`src/rtl/sdtq_pkg.sv`:
```
// Shared types and constants for the sorted deadline timer queue.
package sdtq_pkg;

    // Request codes on the input channel
    localparam logic REQ_SET  = 1'b0;
    localparam logic REQ_TICK = 1'b1;

    // Result kinds on the output channel
    typedef logic [1:0] t_kind;
    localparam t_kind KIND_ACCEPT = 2'd0;
    localparam t_kind KIND_FULL   = 2'd1;
    localparam t_kind KIND_FIRED  = 2'd2;

    // Microseconds per millisecond and derived widths
    localparam int unsigned REM_W     = 10;
    localparam logic [REM_W-1:0] US_PER_MS = 10'd1000;
    localparam int unsigned DELAY_W   = 32;
    localparam int unsigned TAG_W     = 32;
    localparam int unsigned PROD_W    = DELAY_W + REM_W;

    // Millisecond remainder unit: byte residues summed, then folded
    localparam int unsigned SUM_W     = 21;
    localparam int unsigned REM_STEPS = 3;
    localparam logic [4:0]  FOLD_1024 = 5'd24;    // 1024 mod 1000

    // Fire group size limit per tick
    localparam int unsigned MAX_RESULTS = 16;
    localparam int unsigned N_W         = 5;

    // Weight of byte idx of a time value, modulo 1000
    function automatic logic [REM_W-1:0] byte_weight(input logic [2:0] idx);
        logic [REM_W-1:0] w;
        unique case (idx)
            3'd0: w = 10'd1;
            3'd1: w = 10'd256;
            3'd2: w = 10'd536;
            3'd3: w = 10'd216;
            3'd4: w = 10'd296;
            3'd5: w = 10'd776;
            3'd6: w = 10'd656;
            3'd7: w = 10'd936;
        endcase
        return w;
    endfunction

    // Controller to datapath commands
    typedef struct packed {
        logic  accept;      // latch the input transaction
        logic  mul;         // delay times 1000
        logic  add;         // deadline and insert walk setup
        logic  ins_rd;      // read address follows the insert pointer
        logic  ins_shift;   // move the read entry up one slot
        logic  ins_write;   // store the new entry
        logic  hd_latch;    // take the head entry, start remainder unit
        logic  div_step;    // one remainder step
        logic  grp;         // lower bound of the fire group
        logic  pop;         // drop the head entry
        logic  nxt_load;    // next head becomes the current entry
        logic  emit;        // load the output register
        t_kind kind;
        logic  last;
    } t_cmd;

    // Datapath to controller status
    typedef struct packed {
        logic count_zero;
        logic count_full;
        logic ins_front;
        logic rd_ge;
        logic due;
        logic in_group;
        logic div_done;
        logic n_max;
        logic out_free;
    } t_status;

endpackage

```
`src/rtl/sdtq_dpath.sv`:
```
// Datapath: clock, circular entry memory, insert walk, remainder unit, output register.
module sdtq_dpath
    import sdtq_pkg::*;
#(
    parameter int QUEUE_DEPTH = 16,
    parameter int TIME_BITS   = 48
) (
    input  logic               i_clk,
    input  logic               i_rst_n,
    input  t_cmd               i_cmd,
    output t_status            o_status,
    input  logic               i_req_type,
    input  logic [DELAY_W-1:0] i_delay_ms,
    input  logic [TAG_W-1:0]   i_tag,
    input  logic               i_out_stall,
    output logic               o_out_valid,
    output logic [1:0]         o_kind,
    output logic [TAG_W-1:0]   o_fired_tag,
    output logic               o_last
);

    localparam int IDX_W  = (QUEUE_DEPTH > 1) ? $clog2(QUEUE_DEPTH) : 1;
    localparam int CNT_W  = $clog2(QUEUE_DEPTH + 1);
    localparam int DCNT_W = 2;
    localparam logic [IDX_W-1:0] LAST_IDX  = IDX_W'(QUEUE_DEPTH - 1);
    localparam logic [CNT_W-1:0] DEPTH_CNT = CNT_W'(QUEUE_DEPTH);

    // Entry memory
    logic [TIME_BITS-1:0] r_dl_mem  [QUEUE_DEPTH];
    logic [TAG_W-1:0]     r_tag_mem [QUEUE_DEPTH];
    logic [TIME_BITS-1:0] r_rd_dl;
    logic [TAG_W-1:0]     r_rd_tag;

    // Queue control
    logic [TIME_BITS-1:0] r_now;
    logic [IDX_W-1:0]     r_head;
    logic [CNT_W-1:0]     r_count;

    // Set request path
    logic [DELAY_W-1:0]   r_delay;
    logic [TAG_W-1:0]     r_new_tag;
    logic [PROD_W-1:0]    r_prod;
    logic [TIME_BITS-1:0] r_new_dl;
    logic [IDX_W-1:0]     r_ins_p;
    logic [CNT_W-1:0]     r_ins_i;

    // Fire path
    logic [TIME_BITS-1:0] r_cur_dl;
    logic [TAG_W-1:0]     r_cur_tag;
    logic [SUM_W-1:0]     r_mod_acc;
    logic [REM_W-1:0]     r_rem;
    logic [DCNT_W-1:0]    r_div_cnt;
    logic [TIME_BITS-1:0] r_grp_lo;
    logic [N_W-1:0]       r_n;

    // Output register
    logic                 r_out_valid;
    t_kind                r_out_kind;
    logic [TAG_W-1:0]     r_out_tag;
    logic                 r_out_last;

    logic [CNT_W:0]       tail_sum;
    logic [IDX_W-1:0]     tail;
    logic [IDX_W-1:0]     ins_pm1;
    logic [IDX_W-1:0]     head_inc;
    logic [IDX_W-1:0]     rd_addr;
    logic [63:0]          cur_dl64;
    logic [SUM_W-1:0]     byte_sum;
    logic [15:0]          fold_a;
    logic [11:0]          fold_b;
    logic [10:0]          fold_c;
    logic [TIME_BITS-1:0] grp_dist;
    logic                 out_free;

    // Pointer arithmetic, modulo the queue depth
    assign tail_sum = (CNT_W+1)'(r_head) + (CNT_W+1)'(r_count);
    assign tail     = (tail_sum >= (CNT_W+1)'(QUEUE_DEPTH))
                    ? IDX_W'(tail_sum - (CNT_W+1)'(QUEUE_DEPTH)) : IDX_W'(tail_sum);
    assign ins_pm1  = (r_ins_p == '0) ? LAST_IDX : r_ins_p - 1'b1;
    assign head_inc = (r_head == LAST_IDX) ? '0 : r_head + 1'b1;
    assign rd_addr  = i_cmd.ins_rd ? ins_pm1 : r_head;

    // Remainder unit: sum of byte residues, then three folds of 1024 into 24 and a subtraction of 1000
    assign cur_dl64 = 64'(r_cur_dl);

    always_comb begin
        byte_sum = '0;
        for (int b = 0; b < 8; b++) begin
            byte_sum = byte_sum
                     + SUM_W'(cur_dl64[8*b +: 8]) * SUM_W'(byte_weight(3'(b)));
        end
    end

    assign fold_a = 16'(r_mod_acc[SUM_W-1:10]) * 16'(FOLD_1024) + 16'(r_mod_acc[9:0]);
    assign fold_b = 12'(fold_a[15:10]) * 12'(FOLD_1024) + 12'(fold_a[9:0]);
    assign fold_c = 11'(r_mod_acc[11:10]) * 11'(FOLD_1024) + 11'(r_mod_acc[9:0]);

    assign grp_dist  = r_rd_dl - r_grp_lo;
    assign out_free  = !r_out_valid || !i_out_stall;

    // Status back to the controller
    always_comb begin
        o_status.count_zero = (r_count == '0);
        o_status.count_full = (r_count == DEPTH_CNT);
        o_status.ins_front  = (r_ins_i == '0);
        o_status.rd_ge      = (r_rd_dl >= r_new_dl);
        o_status.due        = (r_now >= r_rd_dl);
        o_status.in_group   = (r_rd_dl >= r_grp_lo)
                            && (grp_dist < TIME_BITS'(US_PER_MS));
        o_status.div_done   = (r_div_cnt == DCNT_W'(REM_STEPS));
        o_status.n_max      = (r_n == N_W'(MAX_RESULTS));
        o_status.out_free   = out_free;
    end

    // Memory: one write and one registered read per cycle
    always_ff @(posedge i_clk) begin
        if (i_cmd.ins_shift) begin
            r_dl_mem[r_ins_p]  <= r_rd_dl;
            r_tag_mem[r_ins_p] <= r_rd_tag;
        end else if (i_cmd.ins_write) begin
            r_dl_mem[r_ins_p]  <= r_new_dl;
            r_tag_mem[r_ins_p] <= r_new_tag;
        end
        r_rd_dl  <= r_dl_mem[rd_addr];
        r_rd_tag <= r_tag_mem[rd_addr];
    end

    // Clock and queue occupancy
    always_ff @(posedge i_clk) begin
        if (!i_rst_n) begin
            r_now   <= '0;
            r_head  <= '0;
            r_count <= '0;
        end else begin
            if (i_cmd.accept && i_req_type == REQ_TICK) begin
                r_now <= r_now + 1'b1;
            end
            if (i_cmd.ins_write) begin
                r_count <= r_count + 1'b1;
            end else if (i_cmd.pop) begin
                r_count <= r_count - 1'b1;
                r_head  <= head_inc;
            end
        end
    end

    // Set request: deadline and the insert walk from the tail down
    always_ff @(posedge i_clk) begin
        if (i_cmd.accept) begin
            r_delay   <= i_delay_ms;
            r_new_tag <= i_tag;
        end
        if (i_cmd.mul) begin
            r_prod <= PROD_W'(r_delay) * PROD_W'(US_PER_MS);
        end
        if (i_cmd.add) begin
            r_new_dl <= r_now + TIME_BITS'(r_prod);
            r_ins_p  <= tail;
            r_ins_i  <= r_count;
        end else if (i_cmd.ins_shift) begin
            r_ins_p <= ins_pm1;
            r_ins_i <= r_ins_i - 1'b1;
        end
    end

    // Fire group: head entry, millisecond remainder, group bound
    always_ff @(posedge i_clk) begin
        if (i_cmd.hd_latch) begin
            r_cur_dl  <= r_rd_dl;
            r_cur_tag <= r_rd_tag;
            r_div_cnt <= '0;
            r_n       <= '0;
        end else begin
            if (i_cmd.div_step) begin
                r_div_cnt <= r_div_cnt + 1'b1;
                if (r_div_cnt == '0) begin
                    r_mod_acc <= byte_sum;
                end else if (r_div_cnt == DCNT_W'(1)) begin
                    r_mod_acc <= SUM_W'(fold_b);
                end else if (fold_c >= 11'(US_PER_MS)) begin
                    r_rem <= REM_W'(fold_c - 11'(US_PER_MS));
                end else begin
                    r_rem <= REM_W'(fold_c);
                end
            end
            if (i_cmd.pop) begin
                r_n <= r_n + 1'b1;
            end
            if (i_cmd.nxt_load) begin
                r_cur_tag <= r_rd_tag;
            end
        end
        if (i_cmd.grp) begin
            r_grp_lo <= r_cur_dl - TIME_BITS'(r_rem);
        end
    end

    // Output register
    always_ff @(posedge i_clk) begin
        if (!i_rst_n) begin
            r_out_valid <= 1'b0;
        end else if (i_cmd.emit) begin
            r_out_valid <= 1'b1;
        end else if (!i_out_stall) begin
            r_out_valid <= 1'b0;
        end
    end

    always_ff @(posedge i_clk) begin
        if (i_cmd.emit) begin
            r_out_kind <= i_cmd.kind;
            r_out_tag  <= (i_cmd.kind == KIND_FIRED) ? r_cur_tag : '0;
            r_out_last <= i_cmd.last;
        end
    end

    assign o_out_valid = r_out_valid;
    assign o_kind      = r_out_kind;
    assign o_fired_tag = r_out_tag;
    assign o_last      = r_out_last;

endmodule

```
`src/rtl/sdtq_ctrl.sv`:
```
// Controller state machine for the sorted deadline timer queue.
module sdtq_ctrl
    import sdtq_pkg::*;
(
    input  logic    i_clk,
    input  logic    i_rst_n,
    input  logic    i_in_valid,
    input  logic    i_req_type,
    output logic    o_in_stall,
    input  t_status i_status,
    output t_cmd    o_cmd
);

    localparam logic [3:0] S_IDLE      = 4'd0;
    localparam logic [3:0] S_MUL       = 4'd1;
    localparam logic [3:0] S_ADD       = 4'd2;
    localparam logic [3:0] S_INS_CHK   = 4'd3;
    localparam logic [3:0] S_INS_CMP   = 4'd4;
    localparam logic [3:0] S_INS_WR    = 4'd5;
    localparam logic [3:0] S_EMIT_SET  = 4'd6;
    localparam logic [3:0] S_HD_RD     = 4'd7;
    localparam logic [3:0] S_HD_CMP    = 4'd8;
    localparam logic [3:0] S_DIV       = 4'd9;
    localparam logic [3:0] S_GRP       = 4'd10;
    localparam logic [3:0] S_POP       = 4'd11;
    localparam logic [3:0] S_NX_CHK    = 4'd12;
    localparam logic [3:0] S_NX_CMP    = 4'd13;
    localparam logic [3:0] S_EMIT_FIRE = 4'd14;

    logic [3:0] r_state;
    logic [3:0] n_state;
    t_kind      r_kind;
    t_kind      n_kind;
    logic       r_last;
    logic       n_last;

    assign o_in_stall = (r_state != S_IDLE);

    // Next state and commands
    always_comb begin
        n_state = r_state;
        n_kind  = r_kind;
        n_last  = r_last;
        o_cmd   = '0;
        unique case (r_state)
            S_IDLE: begin
                if (i_in_valid) begin
                    o_cmd.accept = 1'b1;
                    if (i_req_type == REQ_TICK) begin
                        n_state = i_status.count_zero ? S_IDLE : S_HD_RD;
                    end else if (i_status.count_full) begin
                        n_kind  = KIND_FULL;
                        n_state = S_EMIT_SET;
                    end else begin
                        n_kind  = KIND_ACCEPT;
                        n_state = S_MUL;
                    end
                end
            end
            S_MUL: begin
                o_cmd.mul = 1'b1;
                n_state   = S_ADD;
            end
            S_ADD: begin
                o_cmd.add = 1'b1;
                n_state   = S_INS_CHK;
            end
            S_INS_CHK: begin
                o_cmd.ins_rd = 1'b1;
                n_state = i_status.ins_front ? S_INS_WR : S_INS_CMP;
            end
            S_INS_CMP: begin
                // Entries at or past the new deadline move up one slot
                if (i_status.rd_ge) begin
                    o_cmd.ins_shift = 1'b1;
                    n_state = S_INS_CHK;
                end else begin
                    n_state = S_INS_WR;
                end
            end
            S_INS_WR: begin
                o_cmd.ins_write = 1'b1;
                n_state = S_EMIT_SET;
            end
            S_EMIT_SET: begin
                if (i_status.out_free) begin
                    o_cmd.emit = 1'b1;
                    o_cmd.kind = r_kind;
                    o_cmd.last = 1'b1;
                    n_state    = S_IDLE;
                end
            end
            S_HD_RD: begin
                n_state = S_HD_CMP;
            end
            S_HD_CMP: begin
                if (i_status.due) begin
                    o_cmd.hd_latch = 1'b1;
                    n_state = S_DIV;
                end else begin
                    n_state = S_IDLE;
                end
            end
            S_DIV: begin
                if (i_status.div_done) begin
                    n_state = S_GRP;
                end else begin
                    o_cmd.div_step = 1'b1;
                end
            end
            S_GRP: begin
                o_cmd.grp = 1'b1;
                n_state   = S_POP;
            end
            S_POP: begin
                o_cmd.pop = 1'b1;
                n_state   = S_NX_CHK;
            end
            S_NX_CHK: begin
                if (i_status.count_zero || i_status.n_max) begin
                    n_last  = 1'b1;
                    n_state = S_EMIT_FIRE;
                end else begin
                    n_state = S_NX_CMP;
                end
            end
            S_NX_CMP: begin
                n_last  = !i_status.in_group;
                n_state = S_EMIT_FIRE;
            end
            S_EMIT_FIRE: begin
                if (i_status.out_free) begin
                    o_cmd.emit = 1'b1;
                    o_cmd.kind = KIND_FIRED;
                    o_cmd.last = r_last;
                    if (r_last) begin
                        n_state = S_IDLE;
                    end else begin
                        o_cmd.nxt_load = 1'b1;
                        n_state = S_POP;
                    end
                end
            end
            default: begin
                n_state = S_IDLE;
            end
        endcase
    end

    // State registers
    always_ff @(posedge i_clk) begin
        if (!i_rst_n) begin
            r_state <= S_IDLE;
            r_kind  <= KIND_ACCEPT;
            r_last  <= 1'b0;
        end else begin
            r_state <= n_state;
            r_kind  <= n_kind;
            r_last  <= n_last;
        end
    end

endmodule

```
`src/rtl/sorted_deadline_timer_queue_core.sv`:
```
// Top level of the sorted deadline timer queue.
//
// Channel  Direction  Handshake                Payload
// in       to block   i_in_valid / o_in_stall   i_req_type, i_delay_ms, i_tag
// out      from block o_out_valid / i_out_stall o_kind, o_fired_tag, o_last
//
// After acceptance o_in_stall stays high while a set computes the deadline and
// walks down from the tail, moving each entry at or past the new deadline up
// one slot, until the front or an earlier entry; a set on a full queue only
// reports full. A tick on an empty queue does not stall; else it reads the head
// and, if due, fires its millisecond group, at most 16. Output stalls extend it.
// Synchronous reset empties the queue and clears the clock.
module sorted_deadline_timer_queue_core
    import sdtq_pkg::*;
#(
    parameter int QUEUE_DEPTH = 16,
    parameter int TIME_BITS   = 48
) (
    input  logic               i_clk,
    input  logic               i_rst_n,
    input  logic               i_in_valid,
    output logic               o_in_stall,
    input  logic               i_req_type,
    input  logic [DELAY_W-1:0] i_delay_ms,
    input  logic [TAG_W-1:0]   i_tag,
    output logic               o_out_valid,
    input  logic               i_out_stall,
    output logic [1:0]         o_kind,
    output logic [TAG_W-1:0]   o_fired_tag,
    output logic               o_last
);

    t_cmd    cmd;
    t_status status;

    // Sequencer
    sdtq_ctrl u_ctrl (
        .i_clk      (i_clk),
        .i_rst_n    (i_rst_n),
        .i_in_valid (i_in_valid),
        .i_req_type (i_req_type),
        .o_in_stall (o_in_stall),
        .i_status   (status),
        .o_cmd      (cmd)
    );

    // Storage and arithmetic
    sdtq_dpath #(
        .QUEUE_DEPTH (QUEUE_DEPTH),
        .TIME_BITS   (TIME_BITS)
    ) u_dpath (
        .i_clk       (i_clk),
        .i_rst_n     (i_rst_n),
        .i_cmd       (cmd),
        .o_status    (status),
        .i_req_type  (i_req_type),
        .i_delay_ms  (i_delay_ms),
        .i_tag       (i_tag),
        .i_out_stall (i_out_stall),
        .o_out_valid (o_out_valid),
        .o_kind      (o_kind),
        .o_fired_tag (o_fired_tag),
        .o_last      (o_last)
    );

endmodule
```
`config.mk`:
```
export PLATFORM = sky130hd
export DESIGN_NAME = sorted_deadline_timer_queue_core
export DESIGN_NICKNAME = d
export VERILOG_FILES = /design/src/rtl/sdtq_pkg.sv /design/src/rtl/sdtq_dpath.sv /design/src/rtl/sdtq_ctrl.sv /design/src/rtl/sorted_deadline_timer_queue_core.sv
export SDC_FILE = /design/constraint.sdc
export NUM_CORES = 2
export LEC_CHECK = 0
export ABC_AREA = 1
export ABC_CLOCK_PERIOD_IN_PS = 8900
export BUFFER_PORTS_ARGS = -buffer_cell sky130_fd_sc_hd__buf_4
export CAP_MARGIN = 20
export CORE_MARGIN = 5
export CORE_UTILIZATION = 30
export CTS_CLUSTER_SIZE = 14
export DETAILED_ROUTE_END_ITERATION = 8
export GPL_TIMING_DRIVEN = 0
export PLACE_DENSITY_LB_ADDON = 0.3
export SYNTH_ARGS = -nofsm -noshare
export SYNTH_HDL_FRONTEND = slang
export SYNTH_HIERARCHICAL = 1
export SYNTH_SLANG_ARGS = --single-unit
```
`constraint.sdc`:
```
create_clock -name i_clk -period 8.9 [get_ports i_clk]
set_input_delay 0.89 -clock i_clk [delete_from_list [all_inputs] [get_ports i_clk]]
set_output_delay 0.89 -clock i_clk [all_outputs]
set_load 0.02 [all_outputs]
```
==> impl_metrics.ini <==
[run_status]
outcome = finished, final reports clean

[die]
chipHeight_um = 560
core_area_um2 = 302000
dieArea_um2 = 314000
io_pins = 106
initial_core_util_pct = 30.1
rows = 202
die_x_um = 560

[routing]
detail_route.wl_per_cell_um = 23.4
firstDrtPassIters = 6
avgViaCountPerCell = 5.03
postRouteAntennaNets = 0
wl_mm = 307
vias = 65900
first_iter_violations = 6938
drc_errors = 0

[clock_tree]
cts-root-buf = clkbuf_16
clock_latency_ns = 0.88
cts.repair.resized = 0
post_cts_buffers = 0
cts_buffers = 188
cts.sinks = 1785
cts-htree-levels = 4
hold_buffers = 0
max-clock-path-buffers = 4
clkSlewWorstSetupHoldPaths_ns = 0.06
cts_tree = done

[global_routing]
grt_pass1_vias = 63700
grt-ovfl-total = 0
grt_pass1_wl_mm = 441
grtUsageTotal_pct = 18.9
antenna_found_initial = 13
grt_max_degree = 40

[synthesis]
yosys_register_bits = 1785
ys_warn_count = 6
syn_nets = 9277
synthCells = 8539
syn_area_um2 = 90900
synth_edf_count = 1634
synth.area.top_cells = edfxtp_1 (54%), ha_1 (6.7%), inv_1 (5.9%)
async_flop_share_pct = 0
ys_seq_area_share_pct = 57.3
synth_ff_type = edfxtp_1
yosysTopAreaCell = edfxtp_1
synth_cell_types = 76
yosysTopAreaCellShare_pct = 54.0
synth.avg_cell_area_um2 = 10.6

[setup_path]
crit_type = flop to flop
crit_top_cell = inv_1
critPathLaunchType = flop
worst-endpoint-arrival_ns = 7.95
cp_max_fo = 6
slowest_delay_ns = 0.66
worstPathRequired_ns = 9.51
end_kind = flop
critPathSlowestCell = edfxtp_1

[sta]
worst_pin_slew_ns = 1.18
period_needed_ns = 7.35
fin_skew_ns = 0.113
rsz0062_at_grt = false
setup_viol = 0
max_freq_mhz = 136
finalCritPeriodShare_pct = 82.5
hold_violations = 0
timing.hold.ws_ns = 0.184
slew_headroom_pct = 21.1
maxSlewViolCount = 0

[layout]
final_util_pct = 34.8
final_nets = 9698
multi_input_area_um2 = 32400
regArea_um2 = 52100
drive_above_1_share_pct = 8.46
fill_cells = 30100
area_delta_synth_final_pct = 15.7

[place]
place_congestion = 0.938
dpl.hpwl_mm = 226
portBuffers = 105

[pwr]
p_per_area_nw_per_um2 = 197
p_leak_nw = 42.5
ir_drop_v = 0.000188
power.total_w = 0.0207

[job]
drv_cap = 0

[min_path]
hold_class = input pin to flop
-- critical path: cells and delay by family (launching register included) --
family	cells	cell delay, ns
and+or+nand+nor	8	0.99
DFF	1	0.66
xor gates and xnor gates	1	0.15
adders and majority gates	8	3.76
buffers and inverters	6	0.44
AOI/OAI and AO/OA	7	1.15
-- final timing paths --
path,start,endpoint,slack (ns),depth (start not counted)
setup / recovery,u_dpath/r_cur_dl[26],u_dpath/r_mod_acc[18],1.55,30
setup reg to reg,u_dpath/r_cur_dl[26],u_dpath/r_mod_acc[18],1.55,30
hold reg to reg,u_dpath/r_rd_tag[23],u_dpath/r_cur_tag[23],0.42,0
hold / removal,i_tag[31],u_dpath/r_new_tag[31],0.18,1
-- synthesized netlist by cell type, types with 10 or more instances --
library cell / n
edfxtp_1: 1634
inv_1: 1420
nand2_1: 1204
a21oi_1: 754
o21ai_0: 633
ha_1: 490
nand3_1: 432
nor2_1: 404
o211ai_1: 207
fa_1: 179
clkbuf_1: 158
dfxtp_1: 151
xor2_1: 149
buf_2: 89
xnor2_1: 75
nor3_1: 71
o221ai_1: 63
nand4_1: 61
buf_1: 33
a31oi_1: 32
mux2_2: 32
o21bai_1: 26
o21a_1: 25
a21o_1: 18
nand2_2: 16
and3_1: 11
nand3b_1: 11
nor4_1: 11
o21ai_1: 11
a211oi_1: 10
nor2_4: 10
-- state kept, by name, summed over array words and instances, names as in the netlist, 39 cells and up --
name,cells
u_dpath/r_dl_mem,768
u_dpath/r_grp_lo,48
u_dpath/r_now,48
u_dpath/r_prod,39
u_dpath/r_rd_dl,48
u_dpath/r_new_dl,48
u_dpath/r_tag_mem,512
u_dpath/r_cur_dl,48
-- cells in the final DEF, fill, tap and decap left out, types with 179 or more instances in the layout --
cell type  instances
nand3_1          432
nand2_1         1204
clkbuf_1         199
ha_1             490
fa_1             179
inv_1           1417
edfxtp_1        1634
clkbuf_16        192
nor2_1           385
a21oi_1          753
o211ai_1         207
o21ai_0          586
-- cell type report --
cell class	count	share of cell area [%]
clock buffer	263	5.09
clock inverter	77	0.795
buffer	291	1.19
antenna	5	0.0119
tap	3978	4.73
multi-input combinational	5033	30.8
sequential	1785	49.5
timing repair buffer	231	2.73
inverter	1430	5.10
-- cells by family (layout without fill, tap and decap cells) --
kind of cell / Yosys count / in the layout / share of synthesized area [%]
buffers and inverters: 1721 / 2292 / 7.28
adder cells (fa/ha/maj): 669 / 669 / 10.7
multiplexers: 33 / 33 / 0.407
AO/OA/AOI/OAI: 1828 / 1828 / 11.4
flip-flops: 1785 / 1785 / 57.3
XOR/XNOR: 225 / 225 / 2.18
other: 0 / 5 / 0
AND/OR/NAND/NOR: 2278 / 2278 / 10.7
-- report_power, final --
group          internal (W)  total (W)  switching [W]  leakage [nW]
logic               0.00122    0.00324        0.00202          23.4
clock network       0.00461    0.00799        0.00338          3.03
registers           0.00938    0.00950       0.000111          16.0
-- stage by stage --
| stage | setup TNS, ns | setup WS (ns) | cells | cell area [um2] |
|---|---|---|---|---|
| after detailed placement | 0 | 1.58 | 12700 | 98900 |
| after global placement | -3646.48 | -3.25 | 12600 | 96700 |
| after CTS | 0 | 1.47 | 13100 | 105000 |
| final | 0 | 1.55 | 13100 | 105000 |
| after global routing | 0 | 1.05 | 13100 | 105000 |
| after floorplan | 0 | 2.63 | 8539 | 90900 |
-- layer usage --
layer  part of all wire, %  vias up  global-route usage, %
met4                   3.8        2                   6.72
met1                    44    32500                   26.4
li1                      -    30200                      -
met2                    44     2668                   29.3
met3                   8.4      485                   3.44
met5                0.0046        -                      0
Power figures use the tool's default switching activity.
